[src/design/thq_pkg.sv]
`timescale 1ns / 1ps
package thq_pkg;

  localparam int COARSE_SIDE_DEF = 16;
  localparam int MAX_PATCHES_DEF = 16;
  localparam int PATCH_SIDE      = 65;
  localparam int PATCH_AREA      = PATCH_SIDE * PATCH_SIDE;
  localparam int SPAN_SH         = 6;   // PATCH_SIDE - 1 samples per cell edge
  localparam int FINE_SH         = 4;   // fine cells per coarse cell, as a shift
  localparam int WIN_SH          = 2;   // samples per fine cell, as a shift
  localparam int WIN_CTR         = 2;   // centre offset of the window
  localparam int WIN_ROWS        = 6;
  localparam int WIN_COLS        = 5;

  localparam int IDX_W     = 17;
  localparam int VAL_W     = 32;
  localparam int CFG_IDX_W = 3;
  localparam int PIU_W     = 5;
  localparam int Q_W       = 40;       // magnitude of a scaled index
  localparam int LAT_W     = 7;        // lattice row or column, 0..64

  typedef enum logic [1:0] {
    REQ_GRID_WR   = 2'd0,
    REQ_SAMPLE_WR = 2'd1,
    REQ_HEIGHT    = 2'd2,
    REQ_SEGMENT   = 2'd3
  } req_e;

  typedef enum logic [1:0] {
    ST_OK     = 2'd0,
    ST_REJECT = 2'd1,
    ST_MISS   = 2'd2
  } status_e;

  typedef enum logic [CFG_IDX_W-1:0] {
    CFG_BIAS    = 3'd0,
    CFG_CELL    = 3'd1,
    CFG_SAMPLE  = 3'd2,
    CFG_ABSENT  = 3'd3,
    CFG_PATCHES = 3'd4
  } cfg_e;

  typedef enum logic [3:0] {
    SQ_IDLE,
    SQ_SCL_GO,
    SQ_SCL_WAIT,
    SQ_CHECK,
    SQ_GRID,
    SQ_PROBE,
    SQ_WIN,
    SQ_WLAST,
    SQ_FIN
  } seq_e;

  typedef struct packed {
    logic               start;
    logic signed [32:0] sum;
    logic [31:0]        scale;
  } scl_req_t;

  typedef struct packed {
    logic               done;
    logic signed [Q_W:0] value;
  } scl_rsp_t;

endpackage

[src/design/thq_scale.sv]
`timescale 1ns / 1ps
module thq_scale (
  input  logic              clk_i,
  input  logic              rst_ni,
  input  thq_pkg::scl_req_t req_i,
  output thq_pkg::scl_rsp_t rsp_o
);
  import thq_pkg::*;

  logic [32:0]         mag;
  logic [63:0]         prod_d, prod_q;
  logic [31:0]         scale_q;
  logic                hi_q, neg_q, go_q, done_q;
  logic [63:0]         full;
  logic [Q_W-1:0]      q;
  logic signed [Q_W:0] val_d, val_q;

  // magnitude of the biased position; at most 2^32
  assign mag    = req_i.sum[32] ? 33'(-req_i.sum) : 33'(req_i.sum);
  assign prod_d = mag[31:0] * req_i.scale;

  // fold in the top magnitude bit, then truncate toward zero
  assign full  = prod_q + (hi_q ? {scale_q, 32'b0} : 64'b0);
  assign q     = full[63:64-Q_W];
  assign val_d = neg_q ? -$signed({1'b0, q}) : $signed({1'b0, q});

  always_ff @(posedge clk_i or negedge rst_ni) begin
    if (!rst_ni) begin
      go_q   <= 1'b0;
      done_q <= 1'b0;
    end else begin
      go_q   <= req_i.start;
      done_q <= go_q;
    end
  end

  always_ff @(posedge clk_i) begin
    if (req_i.start) begin
      prod_q  <= prod_d;
      scale_q <= req_i.scale;
      hi_q    <= mag[32];
      neg_q   <= req_i.sum[32];
    end
    if (go_q) begin
      val_q <= val_d;
    end
  end

  assign rsp_o.done  = done_q;
  assign rsp_o.value = val_q;
endmodule

[config.mk]
export PLATFORM = sky130hd
export DESIGN_NAME = thq_scale
export DESIGN_NICKNAME = d
export VERILOG_FILES = /design/src/design/thq_pkg.sv /design/src/design/thq_scale.sv
export SDC_FILE = /design/constraint.sdc
export NUM_CORES = 2
export LEC_CHECK = 0
export ABC_AREA = 1
export BUFFER_PORTS_ARGS = -buffer_cell sky130_fd_sc_hd__clkbuf_2
export CAP_MARGIN = 20
export CORE_ASPECT_RATIO = 1.1
export CORE_UTILIZATION = 43
export CTS_BUF_LIST = sky130_fd_sc_hd__clkbuf_4 sky130_fd_sc_hd__clkbuf_8
export CTS_CLUSTER_SIZE = 12
export DETAILED_ROUTE_END_ITERATION = 7
export PLACE_DENSITY = 0.65
export SLEW_MARGIN = 20
export SYNTH_ARGS = -nofsm -noshare
export SYNTH_HDL_FRONTEND = slang
export SYNTH_SLANG_ARGS = --single-unit
[constraint.sdc]
create_clock -name clk_i -period 7.2 [get_ports clk_i]
set_clock_uncertainty 0.2 [all_clocks]
set_input_delay 0.72 -clock clk_i [delete_from_list [all_inputs] [get_ports clk_i]]
set_output_delay 0.72 -clock clk_i [all_outputs]
set_load 0.03 [all_outputs]
==> results_dict.tcl <==
set metrics [dict create \
    grt_setup_unrepaired "true" \
    syn_nets 6422 \
    grt_pass1_vias 38180 \
    finalWorstSetupSlack_ns -1.072 \
    postRouteAntennaNets 0 \
    placed_area_sq_mm 0.04873 \
    worst_setup_path_start_kind "input pin" \
    critical_path.max_stage_delay_ns 0.55 \
    clkTransAtPathRegs_ns 0.08 \
    antenna_found_initial 8 \
    hp-class "flip-flop to flip-flop" \
    ys_ff_latch 117 \
    routedWlPerCell_um 20.45 \
    gp_congestion 0.9909 \
    die-area_sq_mm 0.09645 \
    areaGrowthSynthToFinish_pct 26.77 \
    endpoint_kind "flip-flop" \
    portBuffers 109 \
    synth_area_leaders "fa_1 44%, inv_1 11%, nand2_1 9.8%" \
    ys_warn_count 0 \
    worst_slew_pin_slew_ns 1.044 \
    hold_slack_ns 0.2567 \
    initial_utilization 0.4346 \
    arrival_ns 8.31 \
    syn_area_sq_mm 0.04094 \
    synth_top_area_frac 0.4381 \
    slew_violations 0 \
    vias 36130 \
    final_common_cell "inv_1" \
    utilization 0.5510 \
    grt_pass1_wl_um 221300 \
    synth_edf_count 115 \
    die_w_um 296.2 \
    synth_largest_area_cell "fa_1" \
    max_cap_viol_count 0 \
    status "complete, but fails checks" \
    fin_nets 7129 \
    drt_first_pass_iters 8 \
    clockBufferDepth 2 \
    postSynthCellCount 5165 \
    grt_max_degree 76 \
    io_pins 110 \
    die_h_um 325.6 \
    setup_violations 40 \
    worst_path_max_delay_cell "fa_1" \
    ys_seq_area_frac 0.08557 \
    drcViolationCount 0 \
    min_period_over_period 1.149 \
    crit_top_cell "fa_1" \
    final_cell_mix "1,169 x inv_1, 1,001 x nand2_1, 853 x fa_1" \
    ys.flop_type "edfxtp_1" \
    drive_gt1_frac 0.2389 \
    cp_max_fo 7 \
    htreeDepth 4 \
    violations "negative setup slack" \
    critPathRequiredTime_ns 7.24 \
    core_area_sq_mm 0.09420 \
    clock_latency_ns 0.48 \
    synth_cell_types 51 \
    wl_um 146200 \
    finalInstanceArea_sq_mm 0.05190 \
    rows 118 \
    grt_overflow 0 \
    relSlewSlack 0.3042 \
    async_flop_share 0.01709 \
    place_hpwl_um 127500 \
    fin_crit_ns 8.272 \
    final-hold-violation-count 0 \
    cts_root_buf "clkbuf_8" \
    path_class "input pin to flip-flop" \
    gr-usage-all-layers 0.3095 \
    syn_avg_cell_area_sq_um 7.926 \
    cts_buffers 17 \
    drtIter0Drc 2761 \
    max_freq_ghz 0.1209 \
    cts_tree "done" \
    clkSinkCount 117 \
    vias_per_cell 5.054 \
]
==> worst paths after layout <==
| kind | from | endpoint | slack, ns | cells after the start |
|---|---|---|---|---|
| max in group asynchronous | rst_ni | done_q | 6.34 | 2 |
| min reg2reg | prod_q[24] | val_q[0] | 0.26 | 0 |
| min | prod_q[24] | val_q[0] | 0.26 | 0 |
| max | req_i[33] | prod_q[61] | -1.07 | 37 |
| max reg2reg | hi_q | val_q[36] | 3.17 | 18 |
| min in group asynchronous | rst_ni | go_q | 0.36 | 2 |
==> Yosys cell counts, drive strengths merged, types with 7 or more instances <==
cell / number
or2: 10
xor2: 49
o21a: 8
a21oi: 139
nor2: 786
a31oi: 7
clkbuf: 146
nand3b: 12
nand2: 1076
fa: 896
clkinv: 20
edfxtp: 115
ha: 293
nand3: 119
nor3: 36
o21ai: 94
xnor2: 20
nor4: 11
buf: 35
inv: 1240
nand4: 22
==> repair_timing <==
item	CTS	global route
pin swaps	156	152
hold buffers	1	0
endpoints found under the hold margin	2	0
endpoints found under the setup margin	40	40
gates cloned	0	3
resized for setup	297	301
setup buffers	40	26
==> state kept, by name, summed over array words and instances, names as in the netlist <==
register,flops
prod_q,40
neg_q,1
val_q,41
scale_q,32
go_q,1
done_q,1
hi_q,1
==> cell families (layout without fill, tap and decap cells) <==
family                     after synthesis  after routing  share of synthesized area
other                                    0              4                          0
DFF                                    117            117                    0.08557
xor gates and xnor gates                69             69                    0.01495
AOI/OAI and AO/OA                      273            273                    0.03585
adders and majority gates             1189           1189                     0.5277
buffers and inverters                 1441           2161                     0.1342
and+or+nand+nor                       2076           2076                     0.2017
==> per-layer routing <==
layer	track usage	part of all wire	up-vias
met4	0.1301	0.053	2
met3	0.04892	0.080	337
met2	0.5172	0.48	1417
met1	0.3971	0.39	17870
met5	0	0.000082	-
li1	-	-	16510
==> area by class of cell <==
| type | count | area [sq um] |
|---|---|---|
| Fill cell | 8743 | 42300 |
| Multi-Input combinational cell | 3607 | 34180 |
| Timing Repair Buffer | 869 | 7475 |
| Inverter | 1260 | 4775 |
| Sequential cell | 117 | 3503 |
| Tap cell | 1260 | 1577 |
| Clock buffer | 19 | 255.2 |
| Clock inverter | 13 | 126.4 |
| Antenna cell | 4 | 10.01 |
==> per-stage QoR <==
step	setup slack [ns]	TNS, ns	instances
finish	-1.072	-37.43	7149
CTS	-1.024	-35.38	7120
global placement	-2.116	-71.53	7049
floorplan	-1.260	-39.83	5165
detailed placement	-2.172	-73.38	7049
global route	-1.401	-47.61	7145
==> critical path, delay by kind of cell <==
kind / cells / cell delay (ns)
AO/OA/AOI/OAI: 1 / 0.07
AND/OR/NAND/NOR: 20 / 2.49
adder cells (fa/ha/maj): 9 / 4.34
buffers and inverters: 7 / 0.68
Power is left out: the tool's default activity adds up to more than one toggle a clock period on the data nets, which glitch-free logic cannot reach.
